--- src/rtl/bjos_pkg.sv ---
package bjos_pkg;

   localparam int MAX_JOBS = 16;
   localparam int CNT_W    = $clog2(MAX_JOBS + 1);
   localparam int IDX_W    = (MAX_JOBS > 1) ? $clog2(MAX_JOBS) : 1;

   localparam int ID_W    = 8;
   localparam int BURST_W = 8;
   localparam int PRIO_W  = 4;
   localparam int KEY_W   = 8;
   localparam int TIME_W  = 12;
   localparam int MODE_W  = 2;

   localparam int QUEUE_DEPTH = 4;
   localparam int Q_PTR_W     = 2;
   localparam int Q_CNT_W     = 3;

   localparam logic [MODE_W-1:0] MODE_FCFS = 2'd0;
   localparam logic [MODE_W-1:0] MODE_SJF  = 2'd1;
   localparam logic [MODE_W-1:0] MODE_PRIO = 2'd2;

   // one classified request on its way to the scheduler
   typedef struct packed {
      logic               store;
      logic               last;
      logic [ID_W-1:0]    id;
      logic [BURST_W-1:0] burst;
      logic [KEY_W-1:0]   key;
   } job_entry_type;

endpackage

--- src/rtl/bjos_front.sv ---
module bjos_front (
   input  logic                           clock,
   input  logic                           reset,
   input  logic                           req_valid,
   output logic                           req_ready,
   input  logic [bjos_pkg::ID_W-1:0]      req_job_id,
   input  logic [bjos_pkg::BURST_W-1:0]   req_burst_len,
   input  logic [bjos_pkg::PRIO_W-1:0]    req_prio_level,
   input  logic                           req_last_job,
   input  logic [bjos_pkg::MODE_W-1:0]    policy_mode,
   output logic                           push_valid,
   input  logic                           push_ready,
   output bjos_pkg::job_entry_type        push_data
);
   import bjos_pkg::*;

   logic [CNT_W-1:0] count_ff;
   logic [CNT_W-1:0] count_in;
   logic             room;
   logic             accept;
   logic [KEY_W-1:0] key;

   assign room      = (count_ff != CNT_W'(MAX_JOBS));
   assign req_ready = push_ready;
   assign accept    = req_valid && req_ready;
   // a request past capacity is taken and dropped unless it closes the batch
   assign push_valid = req_valid && (room || req_last_job);

   always_comb begin
      unique case (policy_mode)
         MODE_SJF:  key = KEY_W'(req_burst_len);
         MODE_PRIO: key = KEY_W'(req_prio_level);
         default:   key = '0;
      endcase
   end

   assign push_data.store = room;
   assign push_data.last  = req_last_job;
   assign push_data.id    = req_job_id;
   assign push_data.burst = req_burst_len;
   assign push_data.key   = key;

   always_comb begin
      count_in = count_ff;
      if (accept) begin
         if (req_last_job) begin
            count_in = '0;
         end else if (room) begin
            count_in = count_ff + CNT_W'(1);
         end
      end
   end

   always_ff @(posedge clock) begin
      if (reset) begin
         count_ff <= '0;
      end else begin
         count_ff <= count_in;
      end
   end

endmodule

--- src/rtl/bjos_queue.sv ---
module bjos_queue (
   input  logic                    clock,
   input  logic                    reset,
   input  logic                    push_valid,
   output logic                    push_ready,
   input  bjos_pkg::job_entry_type push_data,
   output logic                    pop_valid,
   input  logic                    pop_ready,
   output bjos_pkg::job_entry_type pop_data
);
   import bjos_pkg::*;

   job_entry_type      slot_ff [QUEUE_DEPTH];
   logic [Q_PTR_W-1:0] wr_ptr_ff;
   logic [Q_PTR_W-1:0] rd_ptr_ff;
   logic [Q_CNT_W-1:0] used_ff;
   logic               do_push;
   logic               do_pop;

   assign push_ready = (used_ff != Q_CNT_W'(QUEUE_DEPTH));
   assign pop_valid  = (used_ff != '0);
   assign pop_data   = slot_ff[rd_ptr_ff];
   assign do_push    = push_valid && push_ready;
   assign do_pop     = pop_valid && pop_ready;

   always_ff @(posedge clock) begin
      if (do_push) begin
         slot_ff[wr_ptr_ff] <= push_data;
      end
   end

   always_ff @(posedge clock) begin
      if (reset) begin
         wr_ptr_ff <= '0;
         rd_ptr_ff <= '0;
         used_ff   <= '0;
      end else begin
         if (do_push) begin
            wr_ptr_ff <= wr_ptr_ff + Q_PTR_W'(1);
         end
         if (do_pop) begin
            rd_ptr_ff <= rd_ptr_ff + Q_PTR_W'(1);
         end
         if (do_push && !do_pop) begin
            used_ff <= used_ff + Q_CNT_W'(1);
         end else if (do_pop && !do_push) begin
            used_ff <= used_ff - Q_CNT_W'(1);
         end
      end
   end

endmodule

--- src/rtl/bjos_back.sv ---
module bjos_back (
   input  logic                           clock,
   input  logic                           reset,
   input  logic                           pop_valid,
   output logic                           pop_ready,
   input  bjos_pkg::job_entry_type        pop_data,
   output logic                           rsp_valid,
   input  logic                           rsp_ready,
   output logic [bjos_pkg::ID_W-1:0]      rsp_out_job_id,
   output logic [bjos_pkg::TIME_W-1:0]    rsp_wait_time,
   output logic [bjos_pkg::TIME_W-1:0]    rsp_finish_time,
   output logic                           rsp_last_result
);
   import bjos_pkg::*;

   typedef enum logic [2:0] {
      ST_LOAD = 3'b001,
      ST_SCAN = 3'b010,
      ST_EMIT = 3'b100
   } back_state_type;

   back_state_type     state_ff, state_in;

   logic [ID_W-1:0]    store_id_ff    [MAX_JOBS];
   logic [BURST_W-1:0] store_burst_ff [MAX_JOBS];
   logic [KEY_W-1:0]   store_key_ff   [MAX_JOBS];

   logic [CNT_W-1:0]    count_ff, count_in;
   logic [CNT_W-1:0]    emitted_ff, emitted_in;
   logic [IDX_W-1:0]    scan_ff, scan_in;
   logic                found_ff, found_in;
   logic [KEY_W-1:0]    best_key_ff, best_key_in;
   logic [IDX_W-1:0]    best_idx_ff, best_idx_in;
   logic [ID_W-1:0]     best_id_ff, best_id_in;
   logic [BURST_W-1:0]  best_burst_ff, best_burst_in;
   logic [MAX_JOBS-1:0] served_ff, served_in;
   logic [TIME_W-1:0]   clock_ff, clock_in;

   logic                rsp_valid_ff, rsp_valid_in;
   logic [ID_W-1:0]     rsp_id_ff;
   logic [TIME_W-1:0]   rsp_wait_ff;
   logic [TIME_W-1:0]   rsp_finish_ff;
   logic                rsp_last_ff;

   logic                do_pop;
   logic                do_store;
   logic                scan_last;
   logic                take;
   logic                out_free;
   logic                emit;
   logic                final_job;
   logic [TIME_W-1:0]   finish;

   assign pop_ready = (state_ff == ST_LOAD);
   assign do_pop    = pop_valid && pop_ready;
   assign do_store  = do_pop && pop_data.store;

   assign scan_last = (CNT_W'(scan_ff) + CNT_W'(1)) == count_ff;
   // strict compare keeps the earliest arrival on a tie
   assign take      = !served_ff[scan_ff] &&
                      (!found_ff || (store_key_ff[scan_ff] < best_key_ff));
   assign out_free  = !rsp_valid_ff || rsp_ready;
   assign emit      = (state_ff == ST_EMIT) && out_free;
   assign final_job = (emitted_ff + CNT_W'(1)) == count_ff;
   assign finish    = clock_ff + TIME_W'(best_burst_ff);

   always_ff @(posedge clock) begin
      if (do_store) begin
         store_id_ff[count_ff[IDX_W-1:0]]    <= pop_data.id;
         store_burst_ff[count_ff[IDX_W-1:0]] <= pop_data.burst;
         store_key_ff[count_ff[IDX_W-1:0]]   <= pop_data.key;
      end
   end

   always_comb begin
      state_in      = state_ff;
      count_in      = count_ff;
      emitted_in    = emitted_ff;
      scan_in       = scan_ff;
      found_in      = found_ff;
      best_key_in   = best_key_ff;
      best_idx_in   = best_idx_ff;
      best_id_in    = best_id_ff;
      best_burst_in = best_burst_ff;
      served_in     = served_ff;
      clock_in      = clock_ff;
      rsp_valid_in  = rsp_valid_ff && !rsp_ready;

      unique case (state_ff)
         ST_LOAD: begin
            if (do_pop) begin
               if (pop_data.store) begin
                  count_in = count_ff + CNT_W'(1);
               end
               if (pop_data.last) begin
                  state_in = ST_SCAN;
                  scan_in  = '0;
                  found_in = 1'b0;
               end
            end
         end
         ST_SCAN: begin
            if (take) begin
               found_in      = 1'b1;
               best_key_in   = store_key_ff[scan_ff];
               best_idx_in   = scan_ff;
               best_id_in    = store_id_ff[scan_ff];
               best_burst_in = store_burst_ff[scan_ff];
            end
            if (scan_last) begin
               state_in = ST_EMIT;
            end else begin
               scan_in = scan_ff + IDX_W'(1);
            end
         end
         ST_EMIT: begin
            if (out_free) begin
               rsp_valid_in = 1'b1;
               served_in    = served_ff | (MAX_JOBS'(1) << best_idx_ff);
               clock_in     = finish;
               emitted_in   = emitted_ff + CNT_W'(1);
               if (final_job) begin
                  // batch done: clear and go back to loading
                  state_in   = ST_LOAD;
                  count_in   = '0;
                  emitted_in = '0;
                  served_in  = '0;
                  clock_in   = '0;
               end else begin
                  state_in = ST_SCAN;
                  scan_in  = '0;
                  found_in = 1'b0;
               end
            end
         end
         default: begin
            state_in = ST_LOAD;
         end
      endcase
   end

   always_ff @(posedge clock) begin
      if (reset) begin
         state_ff     <= ST_LOAD;
         count_ff     <= '0;
         emitted_ff   <= '0;
         scan_ff      <= '0;
         found_ff     <= 1'b0;
         served_ff    <= '0;
         clock_ff     <= '0;
         rsp_valid_ff <= 1'b0;
      end else begin
         state_ff     <= state_in;
         count_ff     <= count_in;
         emitted_ff   <= emitted_in;
         scan_ff      <= scan_in;
         found_ff     <= found_in;
         served_ff    <= served_in;
         clock_ff     <= clock_in;
         rsp_valid_ff <= rsp_valid_in;
      end
   end

   always_ff @(posedge clock) begin
      best_key_ff   <= best_key_in;
      best_idx_ff   <= best_idx_in;
      best_id_ff    <= best_id_in;
      best_burst_ff <= best_burst_in;
      if (emit) begin
         rsp_id_ff     <= best_id_ff;
         rsp_wait_ff   <= clock_ff;
         rsp_finish_ff <= finish;
         rsp_last_ff   <= final_job;
      end
   end

   assign rsp_valid       = rsp_valid_ff;
   assign rsp_out_job_id  = rsp_id_ff;
   assign rsp_wait_time   = rsp_wait_ff;
   assign rsp_finish_time = rsp_finish_ff;
   assign rsp_last_result = rsp_last_ff;

endmodule

--- src/rtl/batch_job_order_scheduler.sv ---
// Batch job scheduler.
// Request channel (req_*): one job per request, with id, burst length and
// priority; req_last_job closes the batch and starts the schedule. Jobs past
// the store capacity are accepted and dropped; a dropped request that closes
// the batch still starts the schedule of what is stored.
// Response channel (rsp_*): one response per stored job, in run order, with
// its id, start (wait) time and finish time; rsp_last_result marks the last.
// csr_*: policy_mode write port, always ready; 0 arrival order, 1 shortest
// burst first, 2 lowest priority number first, 3 as arrival order. Write it
// only while no batch is in flight.
// A request passes a 4-entry queue and is then written to the job
// store. For each response of a batch the selection scan goes over the
// job store, one stored job at a time, picks the next job to run and then
// issues it as the response.
// Requests keep flowing into the queue while a batch is scheduled; req_ready
// drops once the queue is full. A stalled response holds in the output
// register; the next job is still selected, then waits for the register.
// Reset clears the queue, the batch and the policy (arrival order).
module batch_job_order_scheduler (
   input  logic                           clock,
   input  logic                           reset,
   input  logic                           req_valid,
   output logic                           req_ready,
   input  logic [bjos_pkg::ID_W-1:0]      req_job_id,
   input  logic [bjos_pkg::BURST_W-1:0]   req_burst_len,
   input  logic [bjos_pkg::PRIO_W-1:0]    req_prio_level,
   input  logic                           req_last_job,
   output logic                           rsp_valid,
   input  logic                           rsp_ready,
   output logic [bjos_pkg::ID_W-1:0]      rsp_out_job_id,
   output logic [bjos_pkg::TIME_W-1:0]    rsp_wait_time,
   output logic [bjos_pkg::TIME_W-1:0]    rsp_finish_time,
   output logic                           rsp_last_result,
   input  logic                           csr_valid,
   output logic                           csr_ready,
   input  logic [bjos_pkg::MODE_W-1:0]    csr_policy_mode
);
   import bjos_pkg::*;

   logic [MODE_W-1:0] mode_ff;
   logic              push_valid;
   logic              push_ready;
   job_entry_type     push_data;
   logic              pop_valid;
   logic              pop_ready;
   job_entry_type     pop_data;

   assign csr_ready = 1'b1;

   always_ff @(posedge clock) begin
      if (reset) begin
         mode_ff <= MODE_FCFS;
      end else if (csr_valid && csr_ready) begin
         mode_ff <= csr_policy_mode;
      end
   end

   bjos_front u_front (
      .clock          (clock),
      .reset          (reset),
      .req_valid      (req_valid),
      .req_ready      (req_ready),
      .req_job_id     (req_job_id),
      .req_burst_len  (req_burst_len),
      .req_prio_level (req_prio_level),
      .req_last_job   (req_last_job),
      .policy_mode    (mode_ff),
      .push_valid     (push_valid),
      .push_ready     (push_ready),
      .push_data      (push_data)
   );

   bjos_queue u_queue (
      .clock      (clock),
      .reset      (reset),
      .push_valid (push_valid),
      .push_ready (push_ready),
      .push_data  (push_data),
      .pop_valid  (pop_valid),
      .pop_ready  (pop_ready),
      .pop_data   (pop_data)
   );

   bjos_back u_back (
      .clock           (clock),
      .reset           (reset),
      .pop_valid       (pop_valid),
      .pop_ready       (pop_ready),
      .pop_data        (pop_data),
      .rsp_valid       (rsp_valid),
      .rsp_ready       (rsp_ready),
      .rsp_out_job_id  (rsp_out_job_id),
      .rsp_wait_time   (rsp_wait_time),
      .rsp_finish_time (rsp_finish_time),
      .rsp_last_result (rsp_last_result)
   );

endmodule

--- config.mk ---
export PLATFORM = sky130hd
export DESIGN_NAME = batch_job_order_scheduler
export DESIGN_NICKNAME = d
export VERILOG_FILES = /design/src/rtl/bjos_pkg.sv /design/src/rtl/bjos_front.sv /design/src/rtl/bjos_queue.sv /design/src/rtl/bjos_back.sv /design/src/rtl/batch_job_order_scheduler.sv
export SDC_FILE = /design/constraint.sdc
export NUM_CORES = 1
export LEC_CHECK = 0
export ABC_CLOCK_PERIOD_IN_PS = 5970
export BUFFER_PORTS_ARGS = -buffer_cell sky130_fd_sc_hd__buf_2
export CELL_PAD_IN_SITES_DETAIL_PLACEMENT = 0
export CELL_PAD_IN_SITES_GLOBAL_PLACEMENT = 1
export CORE_AREA = 10 10 190 281
export DETAILED_ROUTE_END_ITERATION = 16
export DIE_AREA = 0 0 200 291
export GPL_TIMING_DRIVEN = 1
export PLACE_DENSITY_LB_ADDON = 0.1
export SYNTH_ARGS = -nofsm -noshare
export SYNTH_HDL_FRONTEND = slang
export SYNTH_SLANG_ARGS = --single-unit
--- constraint.sdc ---
create_clock -name clock -period 5.97 [get_ports clock]
set_clock_uncertainty 0.05 [all_clocks]
set_input_delay 0.8955 -clock clock [delete_from_list [all_inputs] [get_ports clock]]
set_output_delay 0.8955 -clock clock [all_outputs]
set_load 0.005 [all_outputs]
# Word-level counts from Yosys, hierarchy flattened
# Memories as Yosys holds them, arrays and structs flattened. A register that Yosys moved wholly into a read port is not among the register bits.
# Index checks and enable logic that the tools add are counted.
# word_totals
ram_bits,488
in_bits,28
wordCells,129
ff_bits,106
mem_count,4
# mem_list
name,words,width,read_ports,rd_ports_with_merged_regs,wr,line,rtl
u_back.store_burst_ff,16,8,1,1,1,bjos_back.sv:25,logic [BURST_W-1:0] store_burst_ff [MAX_JOBS];
u_back.store_id_ff,16,8,1,1,1,bjos_back.sv:24,logic [ID_W-1:0] store_id_ff [MAX_JOBS];
u_back.store_key_ff,16,8,1,1,1,bjos_back.sv:26,logic [KEY_W-1:0] store_key_ff [MAX_JOBS];
u_queue.slot_ff,4,26,1,1,1,bjos_queue.sv:13,job_entry_type slot_ff [QUEUE_DEPTH];
# op_classes
shifts,1
n_eq_ne,18
addsub,10
n_bitwise,1
n_reduce_logical,31
n_mux,43
order_cmp,2
# ops
operator,count
5-bit 2-to-1 mux,7
4-bit 2-to-1 mux,7
3-bit 2-to-1 mux,6
16-bit 2-to-1 mux,1
16-bit bitwise OR,1
8-bit case mux with 2 select lines,1
"1-bit by 4-bit << shifter with 16-bit output, first input constant",1
"5-bit by 1-bit adder with 5-bit output, second input constant",3
12-bit by 8-bit adder with 12-bit output,1
1-bit 2-to-1 mux,12
12-bit 2-to-1 mux,1
4-bit case mux with 3 select lines,1
6-bit AND reduction,2
5-bit equality test,2
1-bit logical AND,10
"2-bit != test, second input constant",5
5-bit case mux with 2 select lines,1
3-bit case mux with 3 select lines,1
8-bit < comparator,1
"2-bit by 1-bit != test with 1-bit output, second input constant",4
1-bit zero test,6
2-bit 2-to-1 mux,3
2-bit AND reduction,3
2-bit nonzero test,3
19 further kinds,23

# Depth between registers and ports, before layout
# Gate-level depths: netlist of the first run.
# depth
depth_word,8
ltp_mapped,11

# Cells and area by module
# From an unflattened synthesis of the first run, not the netlist that was laid out.
# unflattened
hier_cells,1252
area_unflattened_um2,24342.1
# by_module_without_submodules
mod,cells_per_inst,area_each_um2,seq_area_each_um2,instances
bjos_back,986,19444.9,14383.8,1
bjos_queue,184,4262.8,3303.2,1
bjos_front,74,555.5,100.1,1
batch_job_order_scheduler,8,78.8,40.0,1

# Worst setup path before layout of the first run
# Ideal clock, no wire load.
# synth_timing
kind,register to register
start,reg u_back.state_ff[2]
end,"mem u_back.store_burst_ff[0][0], enable pin"
arrival_ns,3.697
stages_incl_launch_ff,5
setup_time_ns,0.474
setup_slack_ns,1.748
path_cell_list,dfxtp_1 -> clkbuf_1 -> nor3_2 -> o211ai_1 -> nor4b_1
# synth_via
elab_chain_cells,5
# synth_lines
element,line,rtl
"start, declared",bjos_back.sv:22,"back_state_type state_ff, state_in;"
"start signal, assigned",bjos_back.sv:153,state_ff <= state_in;
3-bit by 1-bit equality test with 1-bit output,bjos_back.sv:54,assign pop_ready = (state_ff == ST_LOAD);
1-bit logical AND,bjos_back.sv:55,assign do_pop = pop_valid && pop_ready;
1-bit logical AND,bjos_back.sv:56,assign do_store = do_pop && pop_data.store;
1-bit 2-to-1 mux,bjos_back.sv:68,if (do_store) begin
1-bit 2-to-1 mux (not written as such),bjos_back.sv:70,store_burst_ff[count_ff[IDX_W-1:0]] <= pop_data.burst;
"end, declared",bjos_back.sv:25,
# Every way passes these cells.

==> results.txt, run 1 <==
----------------------------------------------------
[Timing]
  Final setup fails ... 0
  Relative slew slack ... 0.3532
  RSZ-0062 raised after global routing ... no
  TNS Setup ... 0 ns
  Highest Clock Rate ... 224.3 MHz
  Slew at the pin closest to its max-slew limit ... 0.9703 ns
  Final hold vios ... 0
  Final max-slew violation count ... 0
  Tcrit/Tclk final ... 0.7469
  Final critical delay including setup and external delays ... 4.459 ns

[Layout]
  Signed area change from the synthesized netlist to the final layout ... 12.67%
  Fraction of layout cells with a size suffix above 1 ... 0.2563
  Sequential cell area ... 17,840 sq um
  Net count, final ... 1,363
  Combined area of the multi-input logic cells ... 5769 sq um
  Final antenna diode count ... 0
  Fill cell instance count of the final layout ... 3,727

[Worst setup path]
  Type of element launching the critical path ... register
  Cells on worst reg2reg path ... 10
  Critical path class ... register to register
  Largest driver fanout on the critical path ... 21
  Capture instance of the worst register-to-register path ... u_back.best_id_ff[4]$_DFFE_PP_
  Critical Path End Type ... register
  Data arrival time of the critical path ... 4.68 ns
  Minimum setup slack among reg-to-reg paths ... 1.51 ns
  Worst endpoint required time ... 6.19 ns

[Power]
  Total power draw ... 10.73 mW
  Total power divided by cell area ... 398.9 nW/um^2
  Max VDD drop ... 0.2427 mV
  Leakage power ... 8.627 nW

[Route]
  DR pass1 iterations ... 5
  Routed vias/inst ... 5.662
  Iter 0 DRT Violations ... 829
  Average detailed-routed wire length per instance ... 25.23 microns
  Count of vias placed by the detailed router ... 11,360
  Final wirelength ... 50.61 mm
  Final routed DRC violation total ... 0
  Remaining number of nets flagged by the antenna check after routing ... 0

[Global route]
  Via count of the first global-routing pass ... 12,000
  Pin count of the biggest net entering global routing ... 57
  GRT Resource Usage Total ... 0.1775
  Overall overflow remaining after global route ... 0
  Wire length of the first global-routing pass ... 76.32 mm
  Number of antenna violations at the first check in global routing ... 1

[Synthesis]
  Ranking of synthesized cells by instance count ... edfxtp_1, mux4_2, dfxtp_1
  Share of the synthesized area in the top cell type ... 0.6902
  Post-synthesis area per instance ... 19.87 sq um
  Post-synthesis cell count ... 1,202
  Warnings, synthesis ... 0
  Cell types with the largest area share after synthesis ... edfxtp_1, mux4_2, dfxtp_1
  Post-synth cell types ... 59
  Post-synth EDFFs ... 549
  Seq/Total Area, Yosys ... 0.7464
  Biggest area consumer among synthesized cells ... edfxtp_1
  Summed instance area of the synthesized netlist ... 23,880 sq um
  Cell with the most instances after synthesis ... edfxtp_1
  Async SR Flop Fraction ... 0
  Syn_nets ... 1,262
  Synthesis-stage register bit count ... 616
  Prevailing post-synth register cell ... edfxtp_1

[Floorplan]
  Overall die area ... 58,200 sq um
  Number of top-level pins ... 64
  Standard cell core area ... 48,430 sq um
  Die Y-Extent ... 291 microns
  Num rows ... 99
  Width of the chip ... 200 microns
  Effective utilization at floorplan ... 0.4931

[Worst hold path]
  Origin of the worst min-delay path ... u_back.best_id_ff[6]$_DFFE_PP_
  Number of cells on the worst hold path ... 0
  Worst hold endpoint ... u_back.rsp_out_job_id[6]$_DFFE_PP_
  Min-Delay Path Class ... register to register

[Placement]
  Half-perimeter wire length of the detailed placement result ... 30.45 mm
  Routability Congestion ... 0.7903
  IO buf count ... 62

[Status]
  Status ... complete, no violations

[Clocking]
  Number of sinks driven by the clock tree ... 616
  Clock tree from TritonCTS ... built
  Worst-skew pair later-pin latency ... 0.59 ns
  Number of buffers on the longest clock path ... 3
  CTS Root Cell ... clkbuf_16
  Post-cts sizing count ... 0
  Post-CTS clock slew at the launch and capture registers of the worst setup and hold paths ... 0.06 ns
  Number of levels the H-tree was split into ... 2
  Hold buffer count at CTS ... 0
  Setup bufs post-CTS ... 0
  Number of buffers created by CTS ... 57

[Job]
  Reported max-cap violation count ... 0

----------------------------------------------------
## critical path, cell delays in order (launching register included)
cell and delay, ns:
dfxtp_2 0.84, mux4_2 0.60, mux4_2 0.51, ha_1 0.34, a21oi_1 0.16, nor2b_1 0.06, o21ai_0 0.17, nand2b_1 0.07
a211oi_1 0.24, o311a_1 0.69, buf_4 0.39
## per-stage QoR
stage          utilization  worst slack (ns)  cells  hold slack, ns  area, sq um
4_1_cts             0.5556             1.412   2006          0.3751        26910
6_report            0.5556             1.511   2006          0.3778        26910
3_3_place_gp        0.5176             1.429   1900          0.3557        25070
3_5_place_dp        0.5176             1.431   1900          0.3647        25070
2_1_floorplan            -             1.748   1202          0.3503        23880
5_1_grt             0.5556             1.169   2006          0.3802        26910
## where the power goes
part           internal, mW  leakage (nW)  switching, mW
Clock                  2.03         0.895           1.56
Sequential             5.38          5.53          0.112
Combinational         0.591          2.20           1.07
## worst max path at each step
stage,startpoint,endpoint,slack (ns),cells after the start
after global placement,register,u_back.best_id_ff[7]$_DFFE_PP_,1.43,10
after CTS,register,u_back.best_id_ff[4]$_DFFE_PP_,1.41,9
after detailed placement,register,u_back.best_id_ff[0]$_DFFE_PP_,1.43,9
after floorplan,u_back.state_ff[2]$_SDFFE_PP0P_,u_back.store_burst_ff[0][0]$_DFFE_PP_,1.75,4
after global routing,register,u_back.best_id_ff[4]$_DFFE_PP_,1.17,10
final,register,u_back.best_id_ff[4]$_DFFE_PP_,1.51,10
## layer usage
metal | up-vias | track usage | part of all wire
met3 | 79 | 0.02229 | 0.040
met5 | - | 0 | 0
li1 | 5090 | - | -
met1 | 5961 | 0.2171 | 0.39
met2 | 227 | 0.3190 | 0.54
met4 | 0 | 0.05241 | 0.025
## layout by cell type, fill, tap and decap left out, types with 8 or more instances in the layout
cell type,netlist,layout
a21oi_1,48,48
a31oi_1,8,8
and2_1,17,13
and3_1,10,10
buf_2,14,62
buf_4,1,30
clkbuf_1,25,11
clkbuf_16,0,59
clkinv_1,0,13
clkinv_2,0,9
dfxtp_1,67,62
edfxtp_1,549,549
ha_1,30,30
inv_1,26,25
mux4_2,149,149
nand2_1,26,26
nand3_1,17,17
nor2_1,58,58
o21ai_1,11,10
xnor2_1,16,16
xor2_1,12,12
## area by class of cell
type                       instances  area share
inverter                          28    0.003906
clock buffer                      70     0.05640
tap                              656     0.03050
multi-input combinational        508      0.2144
sequential                       616      0.6628
clock inverter                    36     0.01214
timing repair buffer              92     0.01990
## kinds of logic after synthesis
| family | after synthesis | share of synthesized area |
|---|---|---|
| fa+ha+maj | 32 | 0.01739 |
| flops | 616 | 0.7464 |
| buf+inv | 78 | 0.01346 |
| xor+xnor | 29 | 0.01121 |
| compound gates | 117 | 0.03127 |
| other cells | 1 | 0.0001570 |
| simple gates | 173 | 0.03662 |
| mux | 156 | 0.1435 |
## flip-flops by register name (all words and copies together), names as in the netlist, 4 cells and up, named ones only
signal / count
u_back.best_burst_ff: 8
u_back.best_id_ff: 8
u_back.best_idx_ff: 4
u_back.best_key_ff: 8
u_back.clock_ff: 12
u_back.count_ff: 5
u_back.emitted_ff: 5
u_back.rsp_finish_time: 12
u_back.rsp_out_job_id: 8
u_back.rsp_wait_time: 12
u_back.scan_ff: 4
u_back.served_ff: 16
u_back.store_burst_ff: 128
u_back.store_id_ff: 128
u_back.store_key_ff: 128
u_front.count_ff: 5
u_queue.slot_ff: 104
Note: power is estimated with default switching activity, not from simulation.
==> inputs of run 2 (changes only) <==
- ABC_CLOCK_PERIOD_IN_PS: 5970 -> 4600
- clock period: 5.97 -> 4.6 ns (I/O delays scaled with it)
==> run 2 against run 1 <==
Effect of this change:
- clock power increased by 30%
- first-iteration DRC count down 7.8%
- utilization up 0.11 points
- total power grew 30%
- register-to-register slack got worse by 0.76 ns
- via count fell by 0.31%
- sequential power increased by 30%
==> results.txt, run 2 (synthesis results as in run 1) <==
----------------------------------------------------
[Layout]
  Net count, final ... 1,366 (+0.22%)
  Most common cell after layout, fill and taps aside ... edfxtp_1
  Signed area change from the synthesized netlist to the final layout ... 12.90%
  Final Instance Area ... 26,970 sq um (+0.20%)
  Combined area of the multi-input logic cells ... 5766 sq um (about the same)
  Sequential cell area ... 17,840 sq um (unchanged)
  Fill cell instance count of the final layout ... 3,712 (-0.40%)
  Fraction of layout cells with a size suffix above 1 ... 0.2622 (+0.005890)
  Final instance count without filler cells ... 2,010 (+0.20%)
  Final antenna diode count ... 0 (unchanged)
  Layout Utilization ... 0.5568 (+0.001137)
  Commonest cells after routing, fill and taps aside ... edfxtp_1, mux4_2, dfxtp_1, buf_2

[Clocking]
  CTS Root Cell ... clkbuf_16
  Number of buffers on the longest clock path ... 3 (unchanged)
  Number of levels the H-tree was split into ... 2 (unchanged)
  Clock tree from TritonCTS ... built
  Setup bufs post-CTS ... 0 (unchanged)
  Worst-skew pair later-pin latency ... 0.59 ns (about the same)
  Post-CTS clock slew at the launch and capture registers of the worst setup and hold paths ... 0.06 ns (about the same)
  Number of buffers created by CTS ... 57 (unchanged)
  Post-cts sizing count ... 0 (unchanged)
  Hold buffer count at CTS ... 0 (unchanged)
  Number of sinks driven by the clock tree ... 616 (unchanged)

[Global route]
  Overall overflow remaining after global route ... 0 (unchanged)
  Number of antenna violations at the first check in global routing ... 1 (unchanged)
  Global Route met1 Usage ... 0.2114 (-0.005787)
  Highest-utilization routing layer at the global route stage ... met2
  Pin count of the biggest net entering global routing ... 58 (+1.8%)
  Met2 GRT Util ... 0.3177 (-0.001239)
  Via count of the first global-routing pass ... 11,930 (-0.57%)
  Global Route met3 Usage ... 0.02507 (+0.002772)
  Wire length of the first global-routing pass ... 75.61 mm (-0.93%)
  GRT Resource Usage Total ... 0.1757 (-0.001740)

[Timing]
  Final setup fails ... 0 (unchanged)
  RSZ-0062 raised after global routing ... no
  Worst slack on hold paths ... 0.2555 ns (-0.1223 ns)
  Highest Clock Rate ... 260.1 MHz (+16%)
  Final max-slew violation count ... 0 (unchanged)
  TNS Setup ... 0 ns (unchanged)
  Final hold vios ... 0 (unchanged)
  Slew at the pin closest to its max-slew limit ... 1.313 ns (+0.3430 ns)
  Relative slew slack ... 0.1172 (-0.2360)
  Final critical delay including setup and external delays ... 3.844 ns (-0.6148 ns)
  Tcrit/Tclk final ... 0.8357 (+0.08878)
  Final WS setup ... 0.7559 ns (-0.7552 ns)

[Floorplan]
  Standard cell core area ... 48,430 sq um (unchanged)
  Number of top-level pins ... 64 (unchanged)
  Overall die area ... 58,200 sq um (unchanged)
  Num rows ... 99 (unchanged)
  Die Y-Extent ... 291 microns (unchanged)
  Effective utilization at floorplan ... 0.4931 (unchanged)
  Width of the chip ... 200 microns (unchanged)

[Worst setup path]
  Data arrival time of the critical path ... 4.07 ns (-0.61 ns)
  Max stage delay on crit path ... 0.85 ns (about the same)
  Type of element launching the critical path ... register
  Cell mode on critical path ... mux4_2
  Critical path class ... register to register
  Worst endpoint required time ... 4.82 ns (-1.37 ns)
  Cell-by-cell listing of the critical path ... mux4_2 -> mux4_2 -> ha_1 -> a21oi_1 -> nor2b_1 -> o21ai_0 -> nand2b_1 -> a211oi_1 -> o311a_1 -> buf_4
  Critical Path End Type ... register
  Cell with the biggest individual delay on the critical path ... dfxtp_1
  Largest driver fanout on the critical path ... 17 (-19%)
  Cells on worst reg2reg path ... 10 (unchanged)

[Power]
  Leakage power ... 8.665 nW (+0.44%)
  Total power draw ... 13.92 mW (+30%)
  Total power divided by cell area ... 516.2 nW/um^2 (+29%)
  Max VDD drop ... 0.3612 mV (+49%)

[Worst hold path]
  Min-Delay Path Class ... primary input to register
  Number of cells on the worst hold path ... 1 (+1)

[Job]
  Reported max-cap violation count ... 0 (unchanged)

[Route]
  DR pass1 iterations ... 4 (-1)
  Routed vias/inst ... 5.633 (-0.51%)
  Remaining number of nets flagged by the antenna check after routing ... 0 (unchanged)
  Iter 0 DRT Violations ... 764 (-7.8%)
  Final routed DRC violation total ... 0 (unchanged)
  Average detailed-routed wire length per instance ... 24.79 microns (-1.7%)
  Count of vias placed by the detailed router ... 11,320 (-0.31%)
  Final wirelength ... 49.84 mm (-1.5%)

[Placement]
  Routability Congestion ... 0.7557 (-4.4%)
  Dpl cells ... 1,903 (+0.16%)
  Half-perimeter wire length of the detailed placement result ... 29.85 mm (-2.0%)
  Area post-placement ... 25,100 sq um (+0.12%)
  Placement-stage worst setup slack ... 0.7309 ns (-0.6998 ns)
  IO buf count ... 62 (unchanged)

[Status]
  Status ... complete, no violations

----------------------------------------------------
run 2: cell count changes in the layout (fill, tap and decap cells not counted), sizes merged:
cell	change
inv	-1
buf	+3
clkbuf	-6
clkinvlp	+3
clkinv	+4
bufinv	+1
run 2: area by class of cell:
cell class | count | area share
clock inverters | 43 | 0.01462
repair buffers | 95 | 0.02116
inverters | 28 | 0.003898
well taps | 656 | 0.03044
multi-input cells | 508 | 0.2138
clock buffers | 64 | 0.05466
flip-flops and latches | 616 | 0.6614
run 2: critical path, delay by kind of cell, from the launching register on:
family	cells	cell delay, ns
multiplexers	2	0.93
AO/OA/AOI/OAI	4	0.92
flip-flops	1	0.85
adder cells (fa/ha/maj)	1	0.34
buffers and inverters	1	0.30
AND/OR/NAND/NOR	2	0.13
run 2: path summary, 6_finish.rpt:
check,slack (ns),endpoint,from
setup / recovery,0.76,u_back.best_burst_ff[2]$_DFFE_PP_,register
hold / removal,0.26,u_queue.slot_ff[1][19]$_DFFE_PP_,req_job_id[3]
setup reg to reg,0.76,u_back.best_burst_ff[2]$_DFFE_PP_,register
hold reg to reg,0.37,u_back.rsp_out_job_id[6]$_DFFE_PP_,u_back.best_id_ff[6]$_DFFE_PP_
run 2: power by group:
group | internal (mW) | total (mW) | switching, mW
clock | 2.65 | 4.67 | 2.02
sequential | 6.98 | 7.12 | 0.142
combinational | 0.766 | 2.13 | 1.36
run 2: metal layers:
layer	vias up	wire length (microns)
met3	69	2021
met2	235	27330
met1	5923	19300
met5	-	0
li1	5095	-
met4	0	1187
==> inputs of run 3 (changes only) <==
- ABC_CLOCK_PERIOD_IN_PS: 4600 -> 3900
- clock period: 4.6 -> 3.9 ns (I/O delays scaled with it)
==> run 3 against run 2 <==
Effect of this change:
- critical endpoint is now u_back.best_id_ff[2]$_DFFE_PP_
- die area unchanged
- combinational power increased by 19%
- first-iteration DRC count increased by 1.8%
- maximum frequency increased by 9.6%
==> results.txt, run 3 (synthesis results as in run 1) <==
----------------------------------------------------
[Global route]
  Global Route met1 Usage ... 0.2160 (+0.004643)
  Highest-utilization routing layer at the global route stage ... met2
  Number of antenna violations at the first check in global routing ... 0 (-1)
  Via count of the first global-routing pass ... 12,010 (+0.67%)
  GRT Resource Usage Total ... 0.1764 (+0.0006387)
  Overall overflow remaining after global route ... 0 (unchanged)
  Pin count of the biggest net entering global routing ... 57 (-1.7%)
  Wire length of the first global-routing pass ... 76.24 mm (+0.83%)
  Global Route met3 Usage ... 0.02356 (-0.001502)
  Met2 GRT Util ... 0.3171 (-0.0005781)

[Layout]
  Fraction of layout cells with a size suffix above 1 ... 0.2520 (-0.01016)
  Sequential cell area ... 17,840 sq um (unchanged)
  Combined area of the multi-input logic cells ... 5762 sq um (about the same)
  Signed area change from the synthesized netlist to the final layout ... 12.62%
  Net count, final ... 1,373 (+0.51%)
  Layout Utilization ... 0.5554 (-0.001395)
  Final instance count without filler cells ... 2,013 (+0.15%)
  Final antenna diode count ... 0 (unchanged)
  Most common cell after layout, fill and taps aside ... edfxtp_1
  Commonest cells after routing, fill and taps aside ... edfxtp_1, mux4_2, dfxtp_1, buf_2, nor2_1
  Fill cell instance count of the final layout ... 3,698 (-0.38%)

[Timing]
  Final max-slew violation count ... 0 (unchanged)
  RSZ-0062 raised after global routing ... no
  Final setup fails ... 0 (unchanged)
  Final critical delay including setup and external delays ... 3.508 ns (-0.3358 ns)
  Slew at the pin closest to its max-slew limit ... 0.9810 ns (-0.3323 ns)
  Relative slew slack ... 0.3431 (+0.2260)
  Final hold vios ... 0 (unchanged)
  Highest Clock Rate ... 285.0 MHz (+9.6%)
  Tcrit/Tclk final ... 0.8996 (+0.06389)

[Worst setup path]
  Cells on worst reg2reg path ... 10 (unchanged)
  Minimum setup slack among reg-to-reg paths ... 0.39 ns (-0.36 ns)
  Critical Path End Type ... register
  Worst endpoint required time ... 4.14 ns (-0.68 ns)
  Critical path class ... register to register
  Capture instance of the worst register-to-register path ... u_back.best_id_ff[2]$_DFFE_PP_
  Type of element launching the critical path ... register
  Largest driver fanout on the critical path ... 22 (+5)
  Data arrival time of the critical path ... 3.75 ns (-0.32 ns)

[Power]
  P_sw ... 4.124 mW (+17%)
  Switching part of the total ... 0.2556 (+0.002501)
  Sequential share of power ... 0.521 (+0.009)
  Total power draw ... 16.13 mW (+16%)
  Clock group share of total power ... 0.322 (-0.014)
  Cell internal power dissipation ... 12.01 mW (+16%)
  Total power divided by cell area ... 599.8 nW/um^2 (+16%)
  Max VDD drop ... 0.3932 mV (+8.8%)
  Proportion of power drawn by combinational gates ... 0.157 (+0.004)
  Leakage power ... 8.637 nW (-0.33%)

[Route]
  Final routed DRC violation total ... 0 (unchanged)
  Final wirelength ... 50.38 mm (+1.1%)
  Average detailed-routed wire length per instance ... 25.03 microns (+0.94%)
  Count of vias placed by the detailed router ... 11,410 (+0.73%)
  Iter 0 DRT Violations ... 778 (+1.8%)
  Remaining number of nets flagged by the antenna check after routing ... 0 (unchanged)
  DR pass1 iterations ... 5 (+1)
  Routed vias/inst ... 5.666 (+0.58%)

[Clocking]
  Number of levels the H-tree was split into ... 2 (unchanged)
  Setup bufs post-CTS ... 0 (unchanged)
  Number of sinks driven by the clock tree ... 616 (unchanged)
  Worst-skew pair later-pin latency ... 0.60 ns (about the same)
  Clock tree from TritonCTS ... built
  CTS Root Cell ... clkbuf_16
  Hold buffer count at CTS ... 0 (unchanged)
  Number of buffers created by CTS ... 56 (-1.8%)
  Number of buffers on the longest clock path ... 3 (unchanged)
  Post-CTS clock slew at the launch and capture registers of the worst setup and hold paths ... 0.06 ns (about the same)
  Post-cts sizing count ... 0 (unchanged)

[Job]
  Reported max-cap violation count ... 0 (unchanged)

[Worst hold path]
  Number of cells on the worst hold path ... 1 (unchanged)
  Min-Delay Path Class ... primary input to register
  Origin of the worst min-delay path ... req_job_id[0]
  Worst hold endpoint ... u_queue.slot_ff[0][16]$_DFFE_PP_

[Placement]
  IO buf count ... 62 (unchanged)
  Half-perimeter wire length of the detailed placement result ... 29.63 mm (-0.71%)
  Routability Congestion ... 0.7903 (+4.6%)
  Dpl cells ... 1,911 (+0.42%)

[Floorplan]
  Number of top-level pins ... 64 (unchanged)
  Width of the chip ... 200 microns (unchanged)
  Overall die area ... 58,200 sq um (unchanged)
  Num rows ... 99 (unchanged)
  Die Y-Extent ... 291 microns (unchanged)
  Standard cell core area ... 48,430 sq um (unchanged)
  Effective utilization at floorplan ... 0.4931 (unchanged)

[Status]
  Status ... complete, no violations

----------------------------------------------------
run 3: worst max-delay path, cell delays in order, from the launching register on:
cell      delay [ns]
dfxtp_2         0.46
buf_12          0.24
mux4_2          0.52
mux4_2          0.54
ha_1            0.33
nor2b_1         0.13
o21ai_0         0.15
nand2b_1        0.07
a211oi_1        0.23
o311a_2         0.24
buf_4           0.22
run 3: worst max path at each step:
stage                                     from  depth (start not counted)                                     to
2_1_floorplan  u_back.state_ff[2]$_SDFFE_PP0P_                          4  u_back.store_burst_ff[0][0]$_DFFE_PP_
3_3_place_gp                          register                         10         u_back.best_id_ff[4]$_DFFE_PP_
3_5_place_dp                          register                         10         u_back.best_id_ff[5]$_DFFE_PP_
4_1_cts                               register                         10         u_back.best_id_ff[2]$_DFFE_PP_
5_1_grt                               register                         10         u_back.best_id_ff[2]$_DFFE_PP_
6_report                              register                         10         u_back.best_id_ff[2]$_DFFE_PP_
run 3: area by class of cell:
type	instances	area share
Sequential cell	616	0.6631
Multi-Input combinational cell	508	0.2142
Clock buffer	70	0.05442
Tap cell	656	0.03051
Timing Repair Buffer	103	0.02437
Clock inverter	32	0.009489
Inverter	28	0.003907
run 3: power by group through the flow:
stage               sequential (mW)  combinational, mW  clock, mW
finish                         8.40               2.54       5.19
global route                   8.44               2.79       5.57
CTS                            8.40               2.58       5.33
detailed placement             8.55               2.57          0
global placement               8.52               2.52          0
floorplan                      8.48               1.74          0
run 3: metal layers:
metal | wire length [microns] | part of all wire
met1 | 20250 | 0.40
met2 | 27280 | 0.54
met3 | 1732 | 0.034
met4 | 1119 | 0.022
met5 | 0 | 0
run 3: through the flow:
step | instance area, sq um | hold WS (ns) | setup slack (ns) | setup TNS [ns]
5_1_grt | 26900 | 0.1329 | 0.1839 | 0
2_1_floorplan | 23890 | 0.3503 | -0.3218 | -24.32
6_report | 26900 | 0.1447 | 0.3917 | 0
3_3_place_gp | 25180 | 0.3653 | 0.3553 | 0
3_5_place_dp | 25180 | 0.3626 | 0.3457 | 0
4_1_cts | 26900 | 0.1128 | 0.3248 | 0
